===== config.mk =====
export PLATFORM = sky130hd
export DESIGN_NAME = vcrt_ram
export DESIGN_NICKNAME = d
export VERILOG_FILES = /design/src/hw/rtl/vcrt_ram.sv
export SDC_FILE = /design/constraint.sdc
export NUM_CORES = 2
export LEC_CHECK = 0
export BUFFER_PORTS_ARGS = -buffer_cell sky130_fd_sc_hd__buf_2
export CAP_MARGIN = 10
export CORE_ASPECT_RATIO = 1.1
export CORE_MARGIN = 5
export CORE_UTILIZATION = 55
export DETAILED_ROUTE_END_ITERATION = 8
export PLACE_DENSITY = 0.67
export REMOVE_ABC_BUFFERS = 1
export SYNTH_ARGS = -nofsm -noshare
export SYNTH_HDL_FRONTEND = slang
export SYNTH_SLANG_ARGS = --single-unit

===== constraint.sdc =====
create_clock -name clk -period 5.37 [get_ports clk]
set_input_delay 0.537 -clock clk [delete_from_list [all_inputs] [get_ports clk]]
set_output_delay 0.537 -clock clk [all_outputs]
set_load 0.03 [all_outputs]

===== src/hw/rtl/vcrt_ram.sv =====
module vcrt_ram #(
  parameter int WIDTH = 8,
  parameter int DEPTH = 256
) (
  input  logic                                     clk,
  input  logic                                     we,
  input  logic [((DEPTH > 1) ? $clog2(DEPTH) : 1)-1:0] waddr,
  input  logic [WIDTH-1:0]                         wdata,
  input  logic                                     re,
  input  logic [((DEPTH > 1) ? $clog2(DEPTH) : 1)-1:0] raddr,
  output logic [WIDTH-1:0]                         rdata
);

  logic [WIDTH-1:0] mem [DEPTH];
  logic [WIDTH-1:0] rdata_r;

  always_ff @(posedge clk) begin
    if (we) begin
      mem[waddr] <= wdata;
    end
    if (re) begin
      rdata_r <= mem[raddr];
    end
  end

  assign rdata = rdata_r;

endmodule


==> out/qor.csv <==
metric,value,unit
fp.coreArea,144000,µm²
fin_crit,3.55,ns
cts.sinks,2056,
clock_power_share,0.404,
slew_headroom,0.147,
drt-initial-drc-count,4851,
dpl.hpwl,117,mm
avgSynthCellArea,21.3,µm²
whs_path_depth,1,
area_delta_synth_final,10.4,%
synth_seq_area_share,0.775,
place.gp.congestion,0.872,
grt-ovfl-total,0,
vdd_ir_drop_max,320,µV
yosys.cell_types.count,54,
worstMarginPinSlew,1.27,ns
routedWlPerCell,32.2,µm
max_freq,281,MHz
setup-tns-final,0,ns
worstPathArrival,4.09,ns
clk_latency,0.83,ns
viasPerCell,6.51,
rows,146,
io_pins,35,
grt_pass1_vias,38700,
die_w,373,µm
timing.rr.start,mem[67][5]$_DFFE_PP_,
synth_seq_cells,2056,
power_frac_seq,0.548,
cts_tree,yes,
fin_skew,0.0409,ns
required,5.91,ns
r2r_end,rdata[5]$_DFFE_PP_,
p_sw_frac,0.210,
antenna_found_initial,10,
cts_root_buf,clkbuf_16,
hold_viol_final,0,
combPwrFrac,0.049,
grt_first_pass_wirelength,278,mm
rsz0062_at_grt,no,
syn_inst,3733,
reg2regPathDepth,7,
cts-buffers-inserted,193,
power_density,368,nW/µm²
min_to,rdata[2]$_DFFE_PP_,
power_switching,6790,µW
cts_resized,0,
cp-start-kind,input pin,
drt_pre_antenna_iters,6,
nets,3866,
crit_fanout,21,
setup_viol,0,
internal_power,25600,µW
hp-class,input pin to register,
syn_area,79600,µm²
power,32400,µW
io_buffers,34,
cts_hold_buf,0,
grt_usage,0.251,
r2r_setup_slack,2.19,ns
drc,0,
most-common-layout-cells,"edfxtp_1 (2056), mux4_2 (454), nor2_1 (279)",
crit_type,input pin to register,
antenna_left,0,
power_leakage,0.0270,µW
path_clk_slew,0.06,ns
yosysWarnings,0,
nFillCells,10000,
htreeDepth,4,
fin_util,0.611,
grt_max_degree,147,
drive_gt1_frac,0.217,
die_area,153000,µm²
initial_core_util,0.553,
fp.dieH,409,µm
post_cts_buffers,0,
hp-start,re,
maxCapViolCount,0,
routed_wirelength,191,mm
slew_violations,0,
finalCritPeriodShare,0.662,
layout_commonest_cell,edfxtp_1,
cts_max_path_buffers,3,
vias,38500,
status,"finished, final reports clean",
cp-end-kind,register,
## metrics by stage
stage	instance area [µm²]	setup slack [ns]	instances	hold slack (ns)
3_3_place_gp	81900	0.677	5566	1.02
6_report	87900	1.82	5917	0.190
3_5_place_dp	81900	1.01	5567	1.02
2_1_floorplan	78200	2.34	3500	0.636
4_1_cts	87900	1.88	5914	0.142
5_1_grt	87900	1.74	5915	0.145
## final cells by class
type / instances / area [µm²] / share of cell area
tap: 1924 / 2410 / 0.0274
antenna: 2 / 5.00 / 0.0000569
sequential: 2056 / 61700 / 0.702
clock buffer: 256 / 5260 / 0.0598
timing repair buffer: 144 / 1280 / 0.0146
multi-input combinational: 1442 / 16500 / 0.188
inverter: 2 / 7.51 / 0.0000854
clock inverter: 91 / 746 / 0.00848
## worst max-delay path by stage
stage               startpoint                 end  slack [ns]
global placement      raddr[0]  rdata[7]$_DFFE_PP_        0.68
floorplan             raddr[2]  rdata[6]$_DFFE_PP_        2.34
detailed placement    raddr[0]  rdata[2]$_DFFE_PP_        1.01
CTS                   raddr[0]  rdata[2]$_DFFE_PP_        1.88
global route          raddr[0]  rdata[7]$_DFFE_PP_        1.74
finish                raddr[4]  rdata[5]$_DFFE_PP_        1.82
## registers in the layout, summed over array words and instances (netlist names)
signal,count
mem,2048
rdata,8
## synth_stat cells, drive strengths merged
cell / instances / share of area
clkbuf: 111 / 0.0052
buf: 122 / 0.013
inv: 1 / 0.000047
edfxtp: 2056 / 0.78
or3b: 1 / 0.00011
a211oi: 16 / 0.0015
mux2: 1 / 0.00014
nand2b: 8 / 0.00063
and3b: 2 / 0.00022
a21oi: 96 / 0.0060
or2: 4 / 0.00031
o221ai: 47 / 0.0052
a21boi: 1 / 0.000094
o32ai: 5 / 0.00064
o22a: 5 / 0.00055
nor2b: 31 / 0.0024
a2111oi: 5 / 0.00066
or2b: 1 / 0.000094
nand3b: 2 / 0.00019
and2: 6 / 0.00047
a22o: 8 / 0.00088
o311ai: 1 / 0.00011
o22ai: 28 / 0.0022
a31oi: 2 / 0.00016
and3: 1 / 0.000079
nor2: 282 / 0.013
nor4: 27 / 0.0024
a311oi: 2 / 0.00022
mux2i: 134 / 0.017
nand4: 10 / 0.00079
a221oi: 14 / 0.0016
clkinv: 1 / 0.000047
mux4: 456 / 0.13
nor3b: 1 / 0.000094
a22oi: 133 / 0.013
nand3: 34 / 0.0021
nand2: 33 / 0.0016
o21ai: 12 / 0.00075
nor3: 22 / 0.0014
nor4b: 1 / 0.00011
o211ai: 10 / 0.00094
## metal layers
metal,track usage,vias to the layer above,routed length (µm)
li1,-,15900,-
met1,0.350,20400,73700
met2,0.412,1830,95500
met3,0.0455,319,15400
met4,0.0782,2,6160
met5,0,-,13
## kinds of logic (layout without fill, tap and decap cells)
kind of cell           count (synthesis)  in the layout  synth area share
AO/OA/AOI/OAI                        385            385            0.0342
buffers and inverters                235            493            0.0183
flip-flops                          2056           2056             0.775
multiplexers                         591            591             0.146
other                                  0              2                 0
AND/OR/NAND/NOR                      466            466            0.0263
## power by group through the flow
stage	registers (µW)	clock network (µW)	logic, µW
finish	17700	13100	1580
global route	17700	13900	1660
CTS	17700	13200	1590
detailed placement	18100	0	1580
global placement	18100	0	1560
floorplan	18100	0	621
## worst max-delay path, cell delays in order
cell,delay [ns]
buf_2,0.61
buf_4,0.47
nor2_4,0.21
buf_4,0.24
a22o_1,0.22
a221oi_1,0.59
o32ai_1,0.22
nor3_1,0.64
buf_4,0.25
nor4_1,0.06
Power figures use the tool's default switching activity.
