`src/hw/rtl/vcrt_pkg.sv`:
```
package vcrt_pkg;

  localparam int VIDEO_DEPTH  = 16384;
  localparam int SPRITE_DEPTH = 256;
  localparam int VID_AW       = (VIDEO_DEPTH > 1) ? $clog2(VIDEO_DEPTH) : 1;
  localparam int SPR_AW       = (SPRITE_DEPTH > 1) ? $clog2(SPRITE_DEPTH) : 1;

  localparam logic [1:0] KIND_TICK  = 2'd0;
  localparam logic [1:0] KIND_WRITE = 2'd1;
  localparam logic [1:0] KIND_READ  = 2'd2;
  localparam logic [1:0] KIND_POLL  = 2'd3;

  localparam logic [2:0] REG_CTRL    = 3'd0;
  localparam logic [2:0] REG_MASK    = 3'd1;
  localparam logic [2:0] REG_STATUS  = 3'd2;
  localparam logic [2:0] REG_OAMADDR = 3'd3;
  localparam logic [2:0] REG_OAMDATA = 3'd4;
  localparam logic [2:0] REG_SCROLL  = 3'd5;
  localparam logic [2:0] REG_ADDR    = 3'd6;
  localparam logic [2:0] REG_DATA    = 3'd7;

  localparam logic [8:0]  DOT_LAST     = 9'd340;
  localparam logic [8:0]  DOT_SPRITE0  = 9'd3;
  localparam logic [8:0]  LINE_SPRITE0 = 9'd1;
  localparam logic [8:0]  DOT_FLAG     = 9'd1;
  localparam logic [8:0]  LINE_VBLANK  = 9'd241;
  localparam logic [8:0]  LINE_WRAP    = 9'd261;
  localparam logic [13:0] BUFFER_LIMIT = 14'h3F00;
  localparam logic [13:0] STEP_WIDE    = 14'd32;
  localparam logic [13:0] STEP_NARROW  = 14'd1;

  // read data source in the result stage
  localparam logic [1:0] SRC_DIRECT     = 2'd0;
  localparam logic [1:0] SRC_SPRITE     = 2'd1;
  localparam logic [1:0] SRC_VIDEO_BUF  = 2'd2;
  localparam logic [1:0] SRC_VIDEO_DIRECT = 2'd3;

  typedef struct packed {
    logic [1:0] kind;
    logic [2:0] reg_select;
    logic [7:0] write_value;
  } in_item_t;

  typedef struct packed {
    logic [7:0] read_value;
    logic       nmi_fire;
    logic [8:0] line_now;
    logic [8:0] dot_now;
    logic [7:0] scroll_horiz;
    logic [7:0] scroll_vert;
  } out_item_t;

  typedef struct packed {
    logic [1:0] src;
    logic [7:0] direct;
    logic       spr_ok;
    logic       nmi_fire;
    logic [8:0] line;
    logic [8:0] dot;
    logic [7:0] sh;
    logic [7:0] sv;
  } stage_t;

  typedef struct packed {
    logic              vid_we;
    logic              vid_re;
    logic [VID_AW-1:0] vid_addr;
    logic              spr_we;
    logic              spr_re;
    logic [SPR_AW-1:0] spr_addr;
    logic [7:0]        wdata;
  } mem_req_t;

  // pointer modulo depth by compare and subtract
  function automatic logic [VID_AW-1:0] vid_index(input logic [13:0] p);
    logic [18:0] v;
    v = {5'd0, p};
    for (int k = 4; k >= 0; k--) begin
      if (v >= (19'(VIDEO_DEPTH) << k)) begin
        v = v - (19'(VIDEO_DEPTH) << k);
      end
    end
    return v[VID_AW-1:0];
  endfunction

  function automatic logic [SPR_AW-1:0] spr_index(input logic [7:0] p);
    logic [10:0] v;
    v = {3'd0, p};
    for (int k = 2; k >= 0; k--) begin
      if (v >= (11'(SPRITE_DEPTH) << k)) begin
        v = v - (11'(SPRITE_DEPTH) << k);
      end
    end
    return v[SPR_AW-1:0];
  endfunction

endpackage

```
`src/hw/rtl/vcrt_if.sv`:
```


interface vcrt_out_if;
  logic       valid;
  logic       ready;
  logic [7:0] read_value;
  logic       nmi_fire;
  logic [8:0] line_now;
  logic [8:0] dot_now;
  logic [7:0] scroll_horiz;
  logic [7:0] scroll_vert;

  modport source(output valid, read_value, nmi_fire, line_now, dot_now, scroll_horiz,
                 scroll_vert, input ready);
  modport sink(input valid, read_value, nmi_fire, line_now, dot_now, scroll_horiz,
               scroll_vert, output ready);
endinterface

```
`src/hw/rtl/vcrt_resp.sv`:
```
module vcrt_resp (
  input  logic             clk,
  input  logic             rst_n,
  input  logic             accept,
  input  vcrt_pkg::stage_t s0,
  input  logic [7:0]       vid_rdata,
  input  logic [7:0]       spr_rdata,
  output logic             in_ready,
  vcrt_out_if.source       out_ch
);
  import vcrt_pkg::*;

  logic      s1_v_r, out_v_r, s1_adv;
  stage_t    s1_r;
  out_item_t out_r, out_nxt;
  logic [7:0] rbuf_r;

  assign s1_adv   = s1_v_r && (!out_v_r || out_ch.ready);
  assign in_ready = !s1_v_r || !out_v_r || out_ch.ready;

  always_comb begin
    out_nxt              = '0;
    out_nxt.nmi_fire     = s1_r.nmi_fire;
    out_nxt.line_now     = s1_r.line;
    out_nxt.dot_now      = s1_r.dot;
    out_nxt.scroll_horiz = s1_r.sh;
    out_nxt.scroll_vert  = s1_r.sv;
    case (s1_r.src)
      SRC_DIRECT:       out_nxt.read_value = s1_r.direct;
      SRC_SPRITE:       out_nxt.read_value = s1_r.spr_ok ? spr_rdata : 8'd0;
      SRC_VIDEO_BUF:    out_nxt.read_value = rbuf_r;
      SRC_VIDEO_DIRECT: out_nxt.read_value = vid_rdata;
      default:          out_nxt.read_value = 8'd0;
    endcase
  end

  always_ff @(posedge clk) begin
    if (!rst_n) begin
      s1_v_r  <= 1'b0;
      out_v_r <= 1'b0;
      rbuf_r  <= '0;
    end else begin
      if (accept) begin
        s1_v_r <= 1'b1;
      end else if (s1_adv) begin
        s1_v_r <= 1'b0;
      end
      if (s1_adv) begin
        out_v_r <= 1'b1;
        if (s1_r.src == SRC_VIDEO_BUF) begin
          rbuf_r <= vid_rdata;
        end
      end else if (out_ch.ready) begin
        out_v_r <= 1'b0;
      end
    end
  end

  always_ff @(posedge clk) begin
    if (accept) begin
      s1_r <= s0;
    end
    if (s1_adv) begin
      out_r <= out_nxt;
    end
  end

  assign out_ch.valid        = out_v_r;
  assign out_ch.read_value   = out_r.read_value;
  assign out_ch.nmi_fire     = out_r.nmi_fire;
  assign out_ch.line_now     = out_r.line_now;
  assign out_ch.dot_now      = out_r.dot_now;
  assign out_ch.scroll_horiz = out_r.scroll_horiz;
  assign out_ch.scroll_vert  = out_r.scroll_vert;

`ifndef NO_ASSERTIONS
  a_accept_fills: assert property (@(posedge clk) disable iff (!rst_n)
    accept |=> s1_v_r)
    else $error("accepted item lost before result stage");

  a_adv_output: assert property (@(posedge clk) disable iff (!rst_n)
    s1_adv |=> out_v_r)
    else $error("result stage advanced without output");

  a_no_accept_full: assert property (@(posedge clk) disable iff (!rst_n)
    accept |-> !(s1_v_r && !s1_adv))
    else $error("item accepted while result stage blocked");
`endif

endmodule

```
`src/flat_wrapper.sv`:
```
// flat-port wrapper written by rule: the top's interface ports become plain ports
module vcrt_resp_flat import vcrt_pkg::*;
  (clk, rst_n, accept, s0, vid_rdata, spr_rdata, in_ready, out_ch_valid, out_ch_read_value, out_ch_nmi_fire, out_ch_line_now, out_ch_dot_now, out_ch_scroll_horiz, out_ch_scroll_vert, out_ch_ready);
  vcrt_out_if out_ch_i ();
  input  logic clk;
  input  logic rst_n;
  input  logic accept;
  input  vcrt_pkg::stage_t s0;
  input  logic [7:0] vid_rdata;
  input  logic [7:0] spr_rdata;
  output logic in_ready;
  output wire logic [$bits(out_ch_i.valid)-1:0] out_ch_valid;
  output wire logic [$bits(out_ch_i.read_value)-1:0] out_ch_read_value;
  output wire logic [$bits(out_ch_i.nmi_fire)-1:0] out_ch_nmi_fire;
  output wire logic [$bits(out_ch_i.line_now)-1:0] out_ch_line_now;
  output wire logic [$bits(out_ch_i.dot_now)-1:0] out_ch_dot_now;
  output wire logic [$bits(out_ch_i.scroll_horiz)-1:0] out_ch_scroll_horiz;
  output wire logic [$bits(out_ch_i.scroll_vert)-1:0] out_ch_scroll_vert;
  input wire logic [$bits(out_ch_i.ready)-1:0] out_ch_ready;
  assign out_ch_valid = out_ch_i.valid;
  assign out_ch_read_value = out_ch_i.read_value;
  assign out_ch_nmi_fire = out_ch_i.nmi_fire;
  assign out_ch_line_now = out_ch_i.line_now;
  assign out_ch_dot_now = out_ch_i.dot_now;
  assign out_ch_scroll_horiz = out_ch_i.scroll_horiz;
  assign out_ch_scroll_vert = out_ch_i.scroll_vert;
  assign out_ch_i.ready = out_ch_ready;
  vcrt_resp u_core (.clk(clk), .rst_n(rst_n), .accept(accept), .s0(s0), .vid_rdata(vid_rdata), .spr_rdata(spr_rdata), .in_ready(in_ready), .out_ch(out_ch_i));
endmodule
```
`config.mk`:
```
export PLATFORM = sky130hd
export DESIGN_NAME = vcrt_resp_flat
export DESIGN_NICKNAME = d
export VERILOG_FILES = /design/src/hw/rtl/vcrt_pkg.sv /design/src/hw/rtl/vcrt_if.sv /design/src/hw/rtl/vcrt_resp.sv /design/src/flat_wrapper.sv
export SDC_FILE = /design/constraint.sdc
export NUM_CORES = 1
export LEC_CHECK = 0
export BUFFER_PORTS_ARGS = -buffer_cell sky130_fd_sc_hd__buf_2
export CORE_MARGIN = 1
export CORE_UTILIZATION = 53
export CTS_CLUSTER_DIAMETER = 40
export DETAILED_ROUTE_END_ITERATION = 16
export PLACE_DENSITY = 0.83
export SLEW_MARGIN = 25
export SYNTH_ARGS = -nofsm -noshare
export SYNTH_HDL_FRONTEND = slang
export SYNTH_SLANG_ARGS = --single-unit
```
`constraint.sdc`:
```
create_clock -name clk -period 5.6 [get_ports clk]
set_input_delay 0.28 -clock clk [delete_from_list [all_inputs] [get_ports clk]]
set_output_delay 0.28 -clock clk [all_outputs]
set_load 0.02 [all_outputs]
```
==> metrics.md <==
| Metric | Value |
|---|---|
| Worst-Skew Late Latency | 0.35 ns |
| HP Class | in -> reg |
| Antenna diodes | 0 |
| Worst reg2reg endpoint | u_core.rbuf_r[1]$_SDFFE_PN0P_ |
| WHS | 0.101 ns |
| Max Freq | 0.513 GHz |
| Share of the synthesized area in the top cell type | 0.797 |
| Vias in the first global route | 1,648 |
| Max Cap Viol | 0 |
| Footprint of the multi-input gates | 438 um2 |
| Max-slew headroom | 0.353 |
| Port Buffers | 110 |
| Pin count of the biggest net entering global routing | 48 |
| PD cells | 340 mW/mm2 |
| CTS Buffer Depth | 2 |
| Gate power share | 0.073 |
| Net Count, Synth | 234 |
| WP data arrival | 2.22 ns |
| Total gr overflow | 0 |
| Synthesized cell area | 0.00335 mm2 |
| Setup CP Type | reg -> reg |
| Via Count | 1,790 |
| Starting density of the core | 0.557 |
| Synth top area cells | edfxtp_1, dfxtp_1, mux2i_1, nand2_1, a211oi_1 |
| Post-synthesis sequential area ratio | 0.856 |
| Remaining antenna violation count after routing | 0 |
| Final min period | 1.95 ns |
| Post-CTS Setup Inserts | 0 |
| Hpwl dp | 3.74 mm |
| Synthesized area per cell | 20.0 um2 |
| All-layer global routing usage | 0.168 |
| Hold path start | s0[30] |
| Area growth, synth to finish | 24.7% |
| Hold_buf cts | 0 |
| H-tree Lvls | 3 |
| Layout Nets | 349 |
| CTS Sinks | 99 |
| Top post-synthesis cells by count | edfxtp_1, nand2_1, dfxtp_1 |
| Die area | 0.00665 mm2 |
| Initial antenna violation count | 0 |
| RSZ-0062 raised after global routing | no |
| CP Data Required Time | 5.87 ns |
| Peak supply drop | 0.000221 V |
| Endpoint class of the critical path | flop |
| Crit-path max FO | 24 |
| CTS root buf | clkbuf_8 |
| Switching pwr | 0.309 mW |
| Total number of yosys warnings | 0 |
| Final Cycle Share | 0.348 |
| WL/cell | 14.6 um |
| Hold EP | u_core.out_nxt[30]$_DFFE_PP_ |
| Leak | 1.61 nW |
| Hold Fails Final Rpt | 0 |
| Min-Delay Path Depth | 1 |
| Die Y | 81.6 um |
| Final core utilization | 0.694 |
| Distinct cells, synth | 18 |
| RR Startpoint | u_core.s1_r[45]$_DFFE_PP_ |
| Sequential power share | 0.616 |
| Largest area contributor in the netlist | edfxtp_1 |
| Top FF cell, synth | edfxtp_1 |
| Area after DPL | 0.00398 mm2 |
| DRC Markers | 0 |
| Drt via density | 4.93 |
| Post-CTS sizing | 0 |
| Fillers | 416 |
| Internal Power | 1.12 mW |
| Sequential Area | 0.00287 mm2 |
| CTS tree | done |
| Switching fraction of total power | 0.217 |
| Post-synth ARST share | 0 |
| Share of cells above drive strength 1 | 0.451 |
| Status | finished clean |
| Clock network power share | 0.311 |
| Tot Pwr | 1.42 mW |
| Most common cell in the netlist | edfxtp_1 |
| Final instance area | 0.00418 mm2 |
| Gpl congestion | 0.764 |
| I/O pin total | 111 |
| Clock Skew | 0.00645 ns |
| EDFF count, synth | 89 |
| Drt total wl | 5.29 mm |
| #FFs+latches synth | 99 |
| Total CTS buffers | 9 |
| Worst-path clk slew | 0.09 ns |
| Placeable core area | 0.00603 mm2 |
| DR pass1 iterations | 4 |
| 1st-iter DRT viols | 50 |
| Worst Max-Slew Pin Slew | 0.970 ns |
| Post-synthesis instance total | 168 |
| Rows | 28 |
| Max-slew violations | 0 |
| Final TNS setup | 0 ns |
| Startpoint Class | flop |
| Die Wd | 81.6 um |
| Final setup violation count | 0 |
| R2R Setup Slk | 3.65 ns |
| Cell depth of the worst flop-to-flop path | 2 |
| First-pass GRT wire length | 7.80 mm |
[registers in the layout (all words and copies together) (netlist names)]
| register | flops |
|---|---|
| u_core.out_ch.valid | 1 |
| u_core.rbuf_r | 8 |
| u_core.out_ch.line_now | 9 |
| u_core.s1_r | 11 |
| u_core.out_ch.scroll_horiz | 8 |
| u_core.out_ch.nmi_fire | 1 |
| u_core.out_nxt | 35 |
| u_core.s1_v_r | 1 |
| u_core.out_ch.read_value | 8 |
| u_core.out_ch.dot_now | 9 |
| u_core.out_ch.scroll_vert | 8 |
[routing by layer]
layer | wire length, um | global-route usage | up-vias | part of all wire
met5 | 0 | 0 | - | 0
met4 | 127 | 0.107 | 0 | 0.024
met3 | 374 | 0.0411 | 11 | 0.071
met2 | 2700 | 0.266 | 81 | 0.51
met1 | 2090 | 0.207 | 822 | 0.39
li1 | - | - | 876 | -
[worst max-delay path, cell delays in order, from the launching register on]
cell and delay [ns]:
edfxtp_1 0.81, nor4bb_4 0.80, mux2i_1 0.27
[layout make-up]
cell class,instances,share of cell area
clock buffer,10,0.0305
clock inverter,6,0.0176
sequential,99,0.687
multi-input combinational,62,0.105
tap,75,0.0224
timing repair buffer,111,0.138
[power groups by stage]
stage / combinational, mW / clock (mW) / sequential [mW]
4_1_cts: 0.104 / 0.459 / 0.878
3_3_place_gp: 0.0995 / 0 / 0.892
3_5_place_dp: 0.104 / 0 / 0.895
6_report: 0.103 / 0.443 / 0.878
5_1_grt: 0.113 / 0.485 / 0.883
2_1_floorplan: 0.0354 / 0 / 0.909
[through the flow]
step,setup slack [ns],instances
6_report,3.65,363
5_1_grt,3.50,363
4_1_cts,3.66,363
3_5_place_dp,3.68,347
3_3_place_gp,3.75,346
2_1_floorplan,2.69,168
[placed cells by master, fill, tap and decap left out]
master / Yosys / layout
a21oi_1: 8 / 8
clkbuf_8: 0 / 9
clkinv_4: 0 / 1
a211oi_1: 7 / 7
clkbuf_1: 1 / 1
mux2i_1: 8 / 8
nor2b_1: 7 / 6
mux4_2: 1 / 1
buf_16: 0 / 1
o21a_1: 1 / 1
a22oi_1: 7 / 7
edfxtp_1: 89 / 89
nor2b_4: 1 / 2
and2_1: 1 / 1
buf_2: 2 / 110
nand2_1: 17 / 17
dfxtp_1: 10 / 10
nor4bb_4: 1 / 1
and2b_1: 3 / 3
inv_8: 0 / 1
bufinv_16: 0 / 1
clkinvlp_4: 0 / 2
inv_6: 0 / 1
[cells by family after synthesis]
| kind of cell | count (synthesis) | share of synthesized area |
|---|---|---|
| compound gates | 23 | 0.0455 |
| buf+inv | 7 | 0.0153 |
| flops | 99 | 0.856 |
| mux | 9 | 0.0306 |
| simple gates | 30 | 0.0522 |
[worst max path at each step]
stage,from,to
detailed placement,u_core.s1_r[45]$_DFFE_PP_,u_core.rbuf_r[1]$_SDFFE_PN0P_
global route,u_core.s1_r[45]$_DFFE_PP_,u_core.rbuf_r[1]$_SDFFE_PN0P_
floorplan,u_core.out_ch.valid$_SDFFE_PN0P_,u_core.out_ch.dot_now[0]$_DFFE_PP_
CTS,u_core.s1_r[45]$_DFFE_PP_,u_core.rbuf_r[1]$_SDFFE_PN0P_
finish,u_core.s1_r[45]$_DFFE_PP_,u_core.rbuf_r[1]$_SDFFE_PN0P_
global placement,u_core.s1_r[45]$_DFFE_PP_,u_core.rbuf_r[3]$_SDFFE_PN0P_
Power figures use the tool's default switching activity.
