$ cat src/hw/rtl/vcrt_pkg.sv
package vcrt_pkg;

  localparam int VIDEO_DEPTH  = 16384;
  localparam int SPRITE_DEPTH = 256;
  localparam int VID_AW       = (VIDEO_DEPTH > 1) ? $clog2(VIDEO_DEPTH) : 1;
  localparam int SPR_AW       = (SPRITE_DEPTH > 1) ? $clog2(SPRITE_DEPTH) : 1;

  localparam logic [1:0] KIND_TICK  = 2'd0;
  localparam logic [1:0] KIND_WRITE = 2'd1;
  localparam logic [1:0] KIND_READ  = 2'd2;
  localparam logic [1:0] KIND_POLL  = 2'd3;

  localparam logic [2:0] REG_CTRL    = 3'd0;
  localparam logic [2:0] REG_MASK    = 3'd1;
  localparam logic [2:0] REG_STATUS  = 3'd2;
  localparam logic [2:0] REG_OAMADDR = 3'd3;
  localparam logic [2:0] REG_OAMDATA = 3'd4;
  localparam logic [2:0] REG_SCROLL  = 3'd5;
  localparam logic [2:0] REG_ADDR    = 3'd6;
  localparam logic [2:0] REG_DATA    = 3'd7;

  localparam logic [8:0]  DOT_LAST     = 9'd340;
  localparam logic [8:0]  DOT_SPRITE0  = 9'd3;
  localparam logic [8:0]  LINE_SPRITE0 = 9'd1;
  localparam logic [8:0]  DOT_FLAG     = 9'd1;
  localparam logic [8:0]  LINE_VBLANK  = 9'd241;
  localparam logic [8:0]  LINE_WRAP    = 9'd261;
  localparam logic [13:0] BUFFER_LIMIT = 14'h3F00;
  localparam logic [13:0] STEP_WIDE    = 14'd32;
  localparam logic [13:0] STEP_NARROW  = 14'd1;

  // read data source in the result stage
  localparam logic [1:0] SRC_DIRECT     = 2'd0;
  localparam logic [1:0] SRC_SPRITE     = 2'd1;
  localparam logic [1:0] SRC_VIDEO_BUF  = 2'd2;
  localparam logic [1:0] SRC_VIDEO_DIRECT = 2'd3;

  typedef struct packed {
    logic [1:0] kind;
    logic [2:0] reg_select;
    logic [7:0] write_value;
  } in_item_t;

  typedef struct packed {
    logic [7:0] read_value;
    logic       nmi_fire;
    logic [8:0] line_now;
    logic [8:0] dot_now;
    logic [7:0] scroll_horiz;
    logic [7:0] scroll_vert;
  } out_item_t;

  typedef struct packed {
    logic [1:0] src;
    logic [7:0] direct;
    logic       spr_ok;
    logic       nmi_fire;
    logic [8:0] line;
    logic [8:0] dot;
    logic [7:0] sh;
    logic [7:0] sv;
  } stage_t;

  typedef struct packed {
    logic              vid_we;
    logic              vid_re;
    logic [VID_AW-1:0] vid_addr;
    logic              spr_we;
    logic              spr_re;
    logic [SPR_AW-1:0] spr_addr;
    logic [7:0]        wdata;
  } mem_req_t;

  // pointer modulo depth by compare and subtract
  function automatic logic [VID_AW-1:0] vid_index(input logic [13:0] p);
    logic [18:0] v;
    v = {5'd0, p};
    for (int k = 4; k >= 0; k--) begin
      if (v >= (19'(VIDEO_DEPTH) << k)) begin
        v = v - (19'(VIDEO_DEPTH) << k);
      end
    end
    return v[VID_AW-1:0];
  endfunction

  function automatic logic [SPR_AW-1:0] spr_index(input logic [7:0] p);
    logic [10:0] v;
    v = {3'd0, p};
    for (int k = 2; k >= 0; k--) begin
      if (v >= (11'(SPRITE_DEPTH) << k)) begin
        v = v - (11'(SPRITE_DEPTH) << k);
      end
    end
    return v[SPR_AW-1:0];
  endfunction

endpackage

$ cat src/hw/rtl/vcrt_ctrl.sv
module vcrt_ctrl (
  input  logic               clk,
  input  logic               rst_n,
  input  logic               accept,
  input  vcrt_pkg::in_item_t item,
  output vcrt_pkg::stage_t   s0,
  output vcrt_pkg::mem_req_t mreq
);
  import vcrt_pkg::*;

  logic [8:0]  dot_r, dot_nxt, line_r, line_nxt, dot_inc;
  logic        sprite0_r, sprite0_nxt, vblank_r, vblank_nxt;
  logic        nmi_pend_r, nmi_pend_nxt, nmi_en_r, nmi_en_nxt;
  logic        step32_r, step32_nxt, exp_hi_r, exp_hi_nxt, exp_h_r, exp_h_nxt;
  logic [5:0]  hi_hold_r, hi_hold_nxt;
  logic [13:0] vptr_r, vptr_nxt, vstep;
  logic [7:0]  sptr_r, sptr_nxt, sh_r, sh_nxt, sv_r, sv_nxt;
  logic [SPRITE_DEPTH-1:0] spr_valid_r;

  always_comb begin
    dot_nxt      = dot_r;
    line_nxt     = line_r;
    sprite0_nxt  = sprite0_r;
    vblank_nxt   = vblank_r;
    nmi_pend_nxt = nmi_pend_r;
    nmi_en_nxt   = nmi_en_r;
    step32_nxt   = step32_r;
    exp_hi_nxt   = exp_hi_r;
    exp_h_nxt    = exp_h_r;
    hi_hold_nxt  = hi_hold_r;
    vptr_nxt     = vptr_r;
    sptr_nxt     = sptr_r;
    sh_nxt       = sh_r;
    sv_nxt       = sv_r;
    dot_inc      = dot_r + 9'd1;
    vstep        = step32_r ? STEP_WIDE : STEP_NARROW;
    mreq         = '0;
    mreq.vid_addr = vid_index(vptr_r);
    mreq.spr_addr = spr_index(sptr_r);
    mreq.wdata    = item.write_value;
    s0           = '0;
    s0.src       = SRC_DIRECT;
    if (accept) begin
      case (item.kind)
        KIND_TICK: begin
          if (dot_inc > DOT_LAST) begin
            dot_nxt  = '0;
            line_nxt = line_r + 9'd1;
          end else begin
            dot_nxt = dot_inc;
          end
          if (dot_nxt == DOT_SPRITE0 && line_nxt == LINE_SPRITE0) begin
            sprite0_nxt = 1'b1;
          end
          if (line_nxt == LINE_VBLANK && dot_nxt == DOT_FLAG) begin
            vblank_nxt   = 1'b1;
            sprite0_nxt  = 1'b0;
            nmi_pend_nxt = 1'b1;
          end else if (line_nxt == LINE_WRAP && dot_nxt == DOT_FLAG) begin
            vblank_nxt   = 1'b0;
            sprite0_nxt  = 1'b0;
            nmi_pend_nxt = 1'b0;
            line_nxt     = '0;
          end
        end
        KIND_WRITE: begin
          case (item.reg_select)
            REG_CTRL: begin
              step32_nxt = item.write_value[2];
              nmi_en_nxt = item.write_value[7];
            end
            REG_OAMADDR: sptr_nxt = item.write_value;
            REG_OAMDATA: begin
              mreq.spr_we = 1'b1;
              sptr_nxt    = sptr_r + 8'd1;
            end
            REG_SCROLL: begin
              if (exp_h_r) begin
                sh_nxt = item.write_value;
              end else begin
                sv_nxt = item.write_value;
              end
              exp_h_nxt = ~exp_h_r;
            end
            REG_ADDR: begin
              if (exp_hi_r) begin
                hi_hold_nxt = item.write_value[5:0];
                exp_hi_nxt  = 1'b0;
              end else begin
                vptr_nxt   = {hi_hold_r, item.write_value};
                exp_hi_nxt = 1'b1;
              end
            end
            REG_DATA: begin
              mreq.vid_we = 1'b1;
              vptr_nxt    = vptr_r + vstep;
            end
            default: ;
          endcase
        end
        KIND_READ: begin
          case (item.reg_select)
            REG_STATUS: begin
              s0.direct  = {vblank_r, sprite0_r, 6'd0};
              vblank_nxt = 1'b0;
            end
            REG_OAMDATA: begin
              mreq.spr_re = 1'b1;
              s0.src      = SRC_SPRITE;
              s0.spr_ok   = spr_valid_r[mreq.spr_addr];
            end
            REG_DATA: begin
              mreq.vid_re = 1'b1;
              vptr_nxt    = vptr_r + vstep;
              s0.src      = (vptr_r < BUFFER_LIMIT) ? SRC_VIDEO_BUF : SRC_VIDEO_DIRECT;
            end
            default: ;
          endcase
        end
        KIND_POLL: begin
          s0.nmi_fire  = nmi_en_r & nmi_pend_r;
          nmi_pend_nxt = 1'b0;
        end
        default: ;
      endcase
    end
    s0.line = line_nxt;
    s0.dot  = dot_nxt;
    s0.sh   = sh_nxt;
    s0.sv   = sv_nxt;
  end

  always_ff @(posedge clk) begin
    if (!rst_n) begin
      dot_r       <= '0;
      line_r      <= '0;
      sprite0_r   <= 1'b0;
      vblank_r    <= 1'b0;
      nmi_pend_r  <= 1'b0;
      nmi_en_r    <= 1'b0;
      step32_r    <= 1'b0;
      exp_hi_r    <= 1'b1;
      exp_h_r     <= 1'b1;
      hi_hold_r   <= '0;
      vptr_r      <= '0;
      sptr_r      <= '0;
      sh_r        <= '0;
      sv_r        <= '0;
      spr_valid_r <= '0;
    end else begin
      dot_r      <= dot_nxt;
      line_r     <= line_nxt;
      sprite0_r  <= sprite0_nxt;
      vblank_r   <= vblank_nxt;
      nmi_pend_r <= nmi_pend_nxt;
      nmi_en_r   <= nmi_en_nxt;
      step32_r   <= step32_nxt;
      exp_hi_r   <= exp_hi_nxt;
      exp_h_r    <= exp_h_nxt;
      hi_hold_r  <= hi_hold_nxt;
      vptr_r     <= vptr_nxt;
      sptr_r     <= sptr_nxt;
      sh_r       <= sh_nxt;
      sv_r       <= sv_nxt;
      if (mreq.spr_we) begin
        spr_valid_r[mreq.spr_addr] <= 1'b1;
      end
    end
  end

`ifndef NO_ASSERTIONS
  a_timing_range: assert property (@(posedge clk) disable iff (!rst_n)
    dot_r <= DOT_LAST && line_r <= LINE_WRAP)
    else $error("dot or line counter out of range");

  a_poll_clears: assert property (@(posedge clk) disable iff (!rst_n)
    accept && item.kind == KIND_POLL |=> !nmi_pend_r)
    else $error("nmi pending survived a poll");

  a_spr_valid: assert property (@(posedge clk) disable iff (!rst_n)
    mreq.spr_we |=> spr_valid_r[$past(mreq.spr_addr)])
    else $error("sprite entry not marked written");
`endif

endmodule

$ cat config.mk
export PLATFORM = sky130hd
export DESIGN_NAME = vcrt_ctrl
export DESIGN_NICKNAME = d
export VERILOG_FILES = /design/src/hw/rtl/vcrt_pkg.sv /design/src/hw/rtl/vcrt_ctrl.sv
export SDC_FILE = /design/constraint.sdc
export NUM_CORES = 1
export LEC_CHECK = 0
export ABC_AREA = 1
export BUFFER_PORTS_ARGS = -buffer_cell sky130_fd_sc_hd__buf_2
export CAP_MARGIN = 5
export CORE_AREA = 2 2 210 212
export DETAILED_ROUTE_END_ITERATION = 16
export DIE_AREA = 0 0 212 214
export PLACE_DENSITY_LB_ADDON = 0.1
export REMOVE_ABC_BUFFERS = 1
export SLEW_MARGIN = 15
export SYNTH_ARGS = -nofsm -noshare
export SYNTH_HDL_FRONTEND = slang
export SYNTH_SLANG_ARGS = --single-unit
$ cat constraint.sdc
create_clock -name clk -period 3.4 [get_ports clk]
set_input_delay 0.68 -clock clk [delete_from_list [all_inputs] [get_ports clk]]
set_output_delay 0.68 -clock clk [all_outputs]
set_load 0.05 [all_outputs]
==> results.ini, run 1 <==
[run_status]
status = complete, but fails checks
violations = setup timing

[clocking]
cts_hold_buf = 0
cts_buffer_depth = 3
cts_root_buffer = clkbuf_16
clk_pin_slew_ns = 0.06
cts_made_buffers = 41
h-tree-depth = 2
clk-insertion-delay-late_ns = 0.56
cts_tree = done
cts_sinks = 325

[hold_path]
hold_depth = 3
hold_start = item[7]
worst_hold_path_type = input pin to flip-flop

[grt]
grt_pass1_wl_um = 81200
overflow = 0
grt_max_degree = 138
first_global_vias = 13700
grtUsageTotal_pct = 23.0
antenna_found_initial = 0

[synthesis]
synth_area_per_cell_um2 = 7.13
synth-edff-count = 0
synth_ff_type = dfxtp_1
ys_types = 44
ys_warn_count = 0
async_flop_share_pct = 0
ys_seq_elements = 325
netlist_area_um2 = 14900
yosysTopAreaCell = dfxtp_1
synthCells = 2088
ys_seq_area_share_pct = 43.7
yosys-top-cells-area = dfxtp_1 (44%), a21oi_1 (15%), inv_1 (5.9%)
synth_top_area_share_pct = 43.7

[routing]
drtPass1Iterations = 5
wirelength_um = 54300
wl_per_cell_um = 19.2
drc = 0
via_per_inst = 5.26
dr_total_vias = 14900
drtIter0Drc = 1099
drtAntennaViolNets = 0

[setup_path]
start_kind = flip-flop
worstPathMaxFanout = 8
crit_path_end_kind = output pin
r2r_start = dot_r[1]
worstSetupPathType = flip-flop to output pin
r2r_cells = 27
critPathLaunch = sptr_r[0]
critPathRequiredTime_ns = 2.72
crit_arrival_ns = 2.89

[finish]
regArea_um2 = 6520
multi_input_area_um2 = 7250
final_common_cell = a21oi_1
final_cell_mix = a21oi_1 (434), dfxtp_1 (319), inv_1 (228)
fill_cells = 4359
nets = 2243
syn_to_final_growth_pct = 28.4
layout-drive-gt1-share_pct = 20.2

[power]
vdd_drop_max_mv = 0.347
total_power_uw = 8910
cellLeakagePower_uw = 0.00708
power.density_nw_per_um2 = 466

[sta]
slew_violations = 0
hold_ws_ns = 0.452
layout_setup_ws_ns = -0.173
min_period_ns = 3.57
slew_headroom_pct = 29.0
rsz0062_at_grt = yes
skew_ns = 0.0139
hold_violations = 0
tightest_slew_ns = 1.06
fmax_mhz = 280
layout_worst_path_cycle_share_pct = 105
setup_viol = 4
fin_setup_tns_ns = -0.305

[die]
core_area_um2 = 42900
die_height_um = 214
io_pins = 96
start_util_pct = 34.7
die_width_um = 212
die_area_um2 = 45400
fp-row-count = 76

[place]
dp_hpwl_um = 30800
io_buffer_count = 89
gp_congestion = 0.801

[flow_run]
maxCapViolations = 0

## cells in the mapped netlist (25+ instances only)
| cell type | n |
|---|---|
| a21oi_1 | 451 |
| dfxtp_1 | 325 |
| inv_1 | 234 |
| nor2_1 | 222 |
| nand2_1 | 195 |
| o21ai_0 | 175 |
| clkbuf_1 | 125 |
| nand3_1 | 85 |
| a31oi_1 | 62 |
| a211oi_1 | 25 |
## path summary, 6_finish.rpt
check / slack, ns / to
max: -0.17 / s0[35]
min: 0.45 / nmi_en_r
max reg2reg: 0.31 / vblank_r
min reg2reg: 0.45 / nmi_en_r
## what timing repair did
| item | CTS | global route |
|---|---|---|
| gates cloned | 12 | 7 |
| setup buffers | 24 | 24 |
| endpoints found under the setup margin | 10 | 10 |
| pin swaps | 27 | 60 |
| gates resized for setup | 94 | 124 |
| hold endpoints to repair | 0 | 0 |
## sequential cells by signal, summed over array words and instances, names as in the netlist, 6 cells and up
signal and cells:
spr_valid_r 256, vptr_r 14, dot_r 9, line_r 9
sh_r 8, sptr_r 8, sv_r 8, hi_hold_r 6
## layout make-up
cell class | count | area share, %
Timing Repair Buffer | 240 | 12.1
Tap cell | 585 | 3.83
Antenna cell | 1 | 0.0131
Multi-Input combinational cell | 1362 | 37.9
Clock inverter | 10 | 0.700
Inverter | 242 | 4.89
Timing Repair inverter | 1 | 0.0850
Sequential cell | 325 | 34.1
Clock buffer | 63 | 6.38
## cells by family (layout without fill, tap and decap cells)
kind of cell               after synthesis  after routing  synth area share, %
AOI/OAI and AO/OA                      735            735                 26.0
xor gates and xnor gates                13             13                0.765
adders and majority gates               14             14                 1.18
buffers and inverters                  407            556                 10.9
DFF                                    325            325                 43.7
other                                    1              7               0.0252
and+or+nand+nor                        593            594                 17.5
## power by group
group	total [uW]	internal [uW]	switching, uW
combinational	629	184	445
sequential	3850	3830	23.6
clock	4430	2690	1730
total	8910	6710	2200
## worst max-delay path, stage by stage, from the launching register on
cell	delay (ns)
dfxtp_4	0.37
buf_6	0.13
clkinv_8	0.07
buf_12	0.13
buf_16	0.13
buf_12	0.14
a21oi_2	0.06
o21ai_1	0.07
a21oi_1	0.09
nor4_2	0.33
o22ai_1	0.16
o21ai_2	0.22
nand2_4	0.07
nor2_4	0.16
nor2_2	0.05
buf_6	0.15
## layer usage
layer | vias up | wire, um | track usage (%) | share of wire (%)
li1 | 7236 | - | - | -
met1 | 7195 | 25000 | 32.1 | 46
met2 | 369 | 24800 | 36.5 | 46
met3 | 80 | 2880 | 3.18 | 5.3
met4 | 0 | 1480 | 7.30 | 2.7
met5 | - | 0 | 0 | 0
## through the flow
| stage | util [%] | worst slack (ns) | cells | area [um^2] |
|---|---|---|---|---|
| after global routing | 44.6 | -0.275 | 2828 | 19100 |
| after CTS | 43.1 | -0.202 | 2798 | 18500 |
| after global placement | 38.1 | 0.0790 | 2690 | 16300 |
| after floorplan | - | -3.81 | 1928 | 14200 |
| after detailed placement | 38.1 | 0.0761 | 2690 | 16300 |
| final | 44.6 | -0.173 | 2829 | 19100 |
Power figures use the tool's default switching activity.
==> run 2, diff against run 1 <==
--- a/config.mk
+++ b/config.mk
@@ -5,12 +5,11 @@
 export SDC_FILE = /design/constraint.sdc
 export NUM_CORES = 1
 export LEC_CHECK = 0
-export ABC_AREA = 1
 export BUFFER_PORTS_ARGS = -buffer_cell sky130_fd_sc_hd__buf_2
 export CAP_MARGIN = 5
-export CORE_AREA = 2 2 210 212
+export CORE_AREA = 2 2 209 211
 export DETAILED_ROUTE_END_ITERATION = 16
-export DIE_AREA = 0 0 212 214
+export DIE_AREA = 0 0 211 213
 export PLACE_DENSITY_LB_ADDON = 0.1
 export REMOVE_ABC_BUFFERS = 1
 export SLEW_MARGIN = 15
==> run 2 against run 1 <==
The flow still finishes with violations (setup timing). Critical path type unchanged. Cell area decreased by 5.8%. Core utilization decreased by 2.4 points. Synthesized cell count decreased by 15%. Worst setup slack got worse by 0.18 ns. Total power decreased by 5.9%. Clock power decreased by 6.3%.
==> results.ini, run 2 <==
[run_status]
status = complete, but fails checks
violations = setup timing

[setup_path]
cp_slowest_cell = mux4_2
start_kind = flip-flop
worstSetupPathType = flip-flop to output pin
crit_path_end_kind = output pin
critPathRequiredTime_ns = 2.72
worstPathMaxFanout = 13
worstPathCellList = buf_6 -> buf_16 -> mux4_2 -> mux4_2 -> and3_1 -> nor4_2 -> a21oi_2 -> buf_6
slowest_delay_ns = 0.52
cp.buffers_inverters = 3
path_delay_family = multiplexers
crit_arrival_ns = 3.08

[routing]
dr_total_vias = 12300
drc = 0
drtPass1Iterations = 5
wl_per_cell_um = 18.6
drtIter0Drc = 769
drtAntennaViolNets = 0
wirelength_um = 45300
via_per_inst = 5.03

[sta]
slew_violations = 0
layout_setup_ws_ns = -0.355
hold_ws_ns = 0.464
hold_violations = 0
rsz0062_at_grt = yes
tightest_slew_ns = 1.04
fin_setup_tns_ns = -2.52
setup_viol = 13
skew_ns = 0.0169
slew_headroom_pct = 30.6
layout_worst_path_cycle_share_pct = 110
min_period_ns = 3.76
fmax_mhz = 266

[finish]
largest_register_ff_count = 256
nets = 1896
largestRegisters = spr_valid_r x256, vptr_r x14
layout-drive-gt1-share_pct = 22.6
n_antenna_cell = 0
final_cell_mix = nor2_1 (768), dfxtp_1 (314), buf_4 (84)
top_register = spr_valid_r
syn_to_final_growth_pct = 21.7
final_common_cell = nor2_1
fin_util_pct = 42.2

[die]
die_width_um = 211
core_area_um2 = 42700
io_pins = 96
fp-row-count = 76
start_util_pct = 34.7
die_area_um2 = 44900
die_height_um = 213

[power]
power.density_nw_per_um2 = 465
cellLeakagePower_uw = 0.00668
vdd_drop_max_mv = 0.292

[grt]
grtUsageTotal_pct = 20.3
overflow = 0
grt_max_degree = 79
first_global_vias = 12000
grt_pass1_wl_um = 70400
antenna_found_initial = 0

[clocking]
cts_buffer_depth = 3
clk-insertion-delay-late_ns = 0.56
cts_root_buffer = clkbuf_16
cts_made_buffers = 39
clk_pin_slew_ns = 0.06
cts_hold_buf = 0
h-tree-depth = 2
cts_sinks = 325
cts_tree = done

[flow_run]
maxCapViolations = 0

[hold_path]
worst_hold_path_type = flip-flop to flip-flop

[synthesis]
synth_commonest_cells = nor2_1 (772), dfxtp_1 (325), clkbuf_1 (99)
synth_ff_type = dfxtp_1
netlist_area_um2 = 14800
yosys-top-cells-area = dfxtp_1 (44%), nor2_1 (20%), mux4_2 (12%)
ys_types = 68
synthCells = 1770
yosysTopAreaCell = dfxtp_1
ys_seq_elements = 325
synth.most_common_cell = nor2_1
synth-edff-count = 0
ys_seq_area_share_pct = 43.9
synth_area_per_cell_um2 = 8.37
ys_warn_count = 0
synth_top_area_share_pct = 43.9
async_flop_share_pct = 0

[place]
io_buffer_count = 89
gp_congestion = 0.815
dp_hpwl_um = 28900

## run 2: area by class of cell
type	count	area [um^2]
multi-input cells	1292	7980
repair buffers	193	1520
well taps	546	683
clock inverters	14	160
clock buffers	56	1090
fillers	4206	24700
flip-flops and latches	325	6530
inverters	15	63.8
## run 2: timing repair
action | CTS | global route
hold endpoints to repair | 0 | 0
buffers inserted | 18 | 14
pin swaps | 27 | 28
setup endpoints to repair | 17 | 18
resized for setup | 88 | 46
gates cloned | 2 | 0
## run 2: metal layers
layer	global-route usage (%)	routed length, um
met4	5.59	1150
met1	27.3	20900
met2	34.0	21300
met3	3.22	2020
met5	0	0
## run 2: final timing paths
check | startpoint | endpoint | slack [ns] | cells past startpoint
worst min register to register | spr_valid_r[94] | spr_valid_r[94] | 0.46 | 2
worst max-delay path | sptr_r[0] | s0[35] | -0.36 | 8
worst max register to register | dot_r[2] | line_r[0] | 0.72 | 10
worst min-delay path | spr_valid_r[94] | spr_valid_r[94] | 0.46 | 2
## run 2: where the power goes
group          switching, uW  internal (uW)  total [uW]
Clock                   1690           2470        4150
Sequential              15.5           3820        3830
Combinational            287            109         396
## run 2: cell families after synthesis
logic type               count (synthesis)  share of synthesized area (%)
flip-flops                             325                           43.9
adder cells (fa/ha/maj)                 14                           1.18
XOR/XNOR                                11                          0.650
buffers and inverters                  158                           4.68
multiplexers                           111                           14.5
AO/OA/AOI/OAI                          161                           7.51
other                                    1                         0.0253
AND/OR/NAND/NOR                        989                           27.5
## run 2: worst reg2reg max path, cell delays in order, from the launching register on
cell	delay, ns
dfxtp_2	0.46
nand4_1	0.21
or2_4	0.32
a21oi_4	0.17
o22a_1	0.26
mux2_4	0.33
a32oi_4	0.24
o21ai_2	0.11
buf_4	0.14
buf_4	0.12
a311oi_1	0.24
## run 2: metrics by stage
stage | cell area [um^2] | worst slack, ns | total power (uW) | instances
3_5_place_dp | 16000 | -0.00752 | 4300 | 2343
3_3_place_gp | 16000 | 0.0251 | 4300 | 2343
6_report | 18000 | -0.355 | 8380 | 2441
5_1_grt | 18000 | -0.443 | 8680 | 2441
2_1_floorplan | 14200 | -2.56 | 4120 | 1632
4_1_cts | 17800 | -0.447 | 8500 | 2432
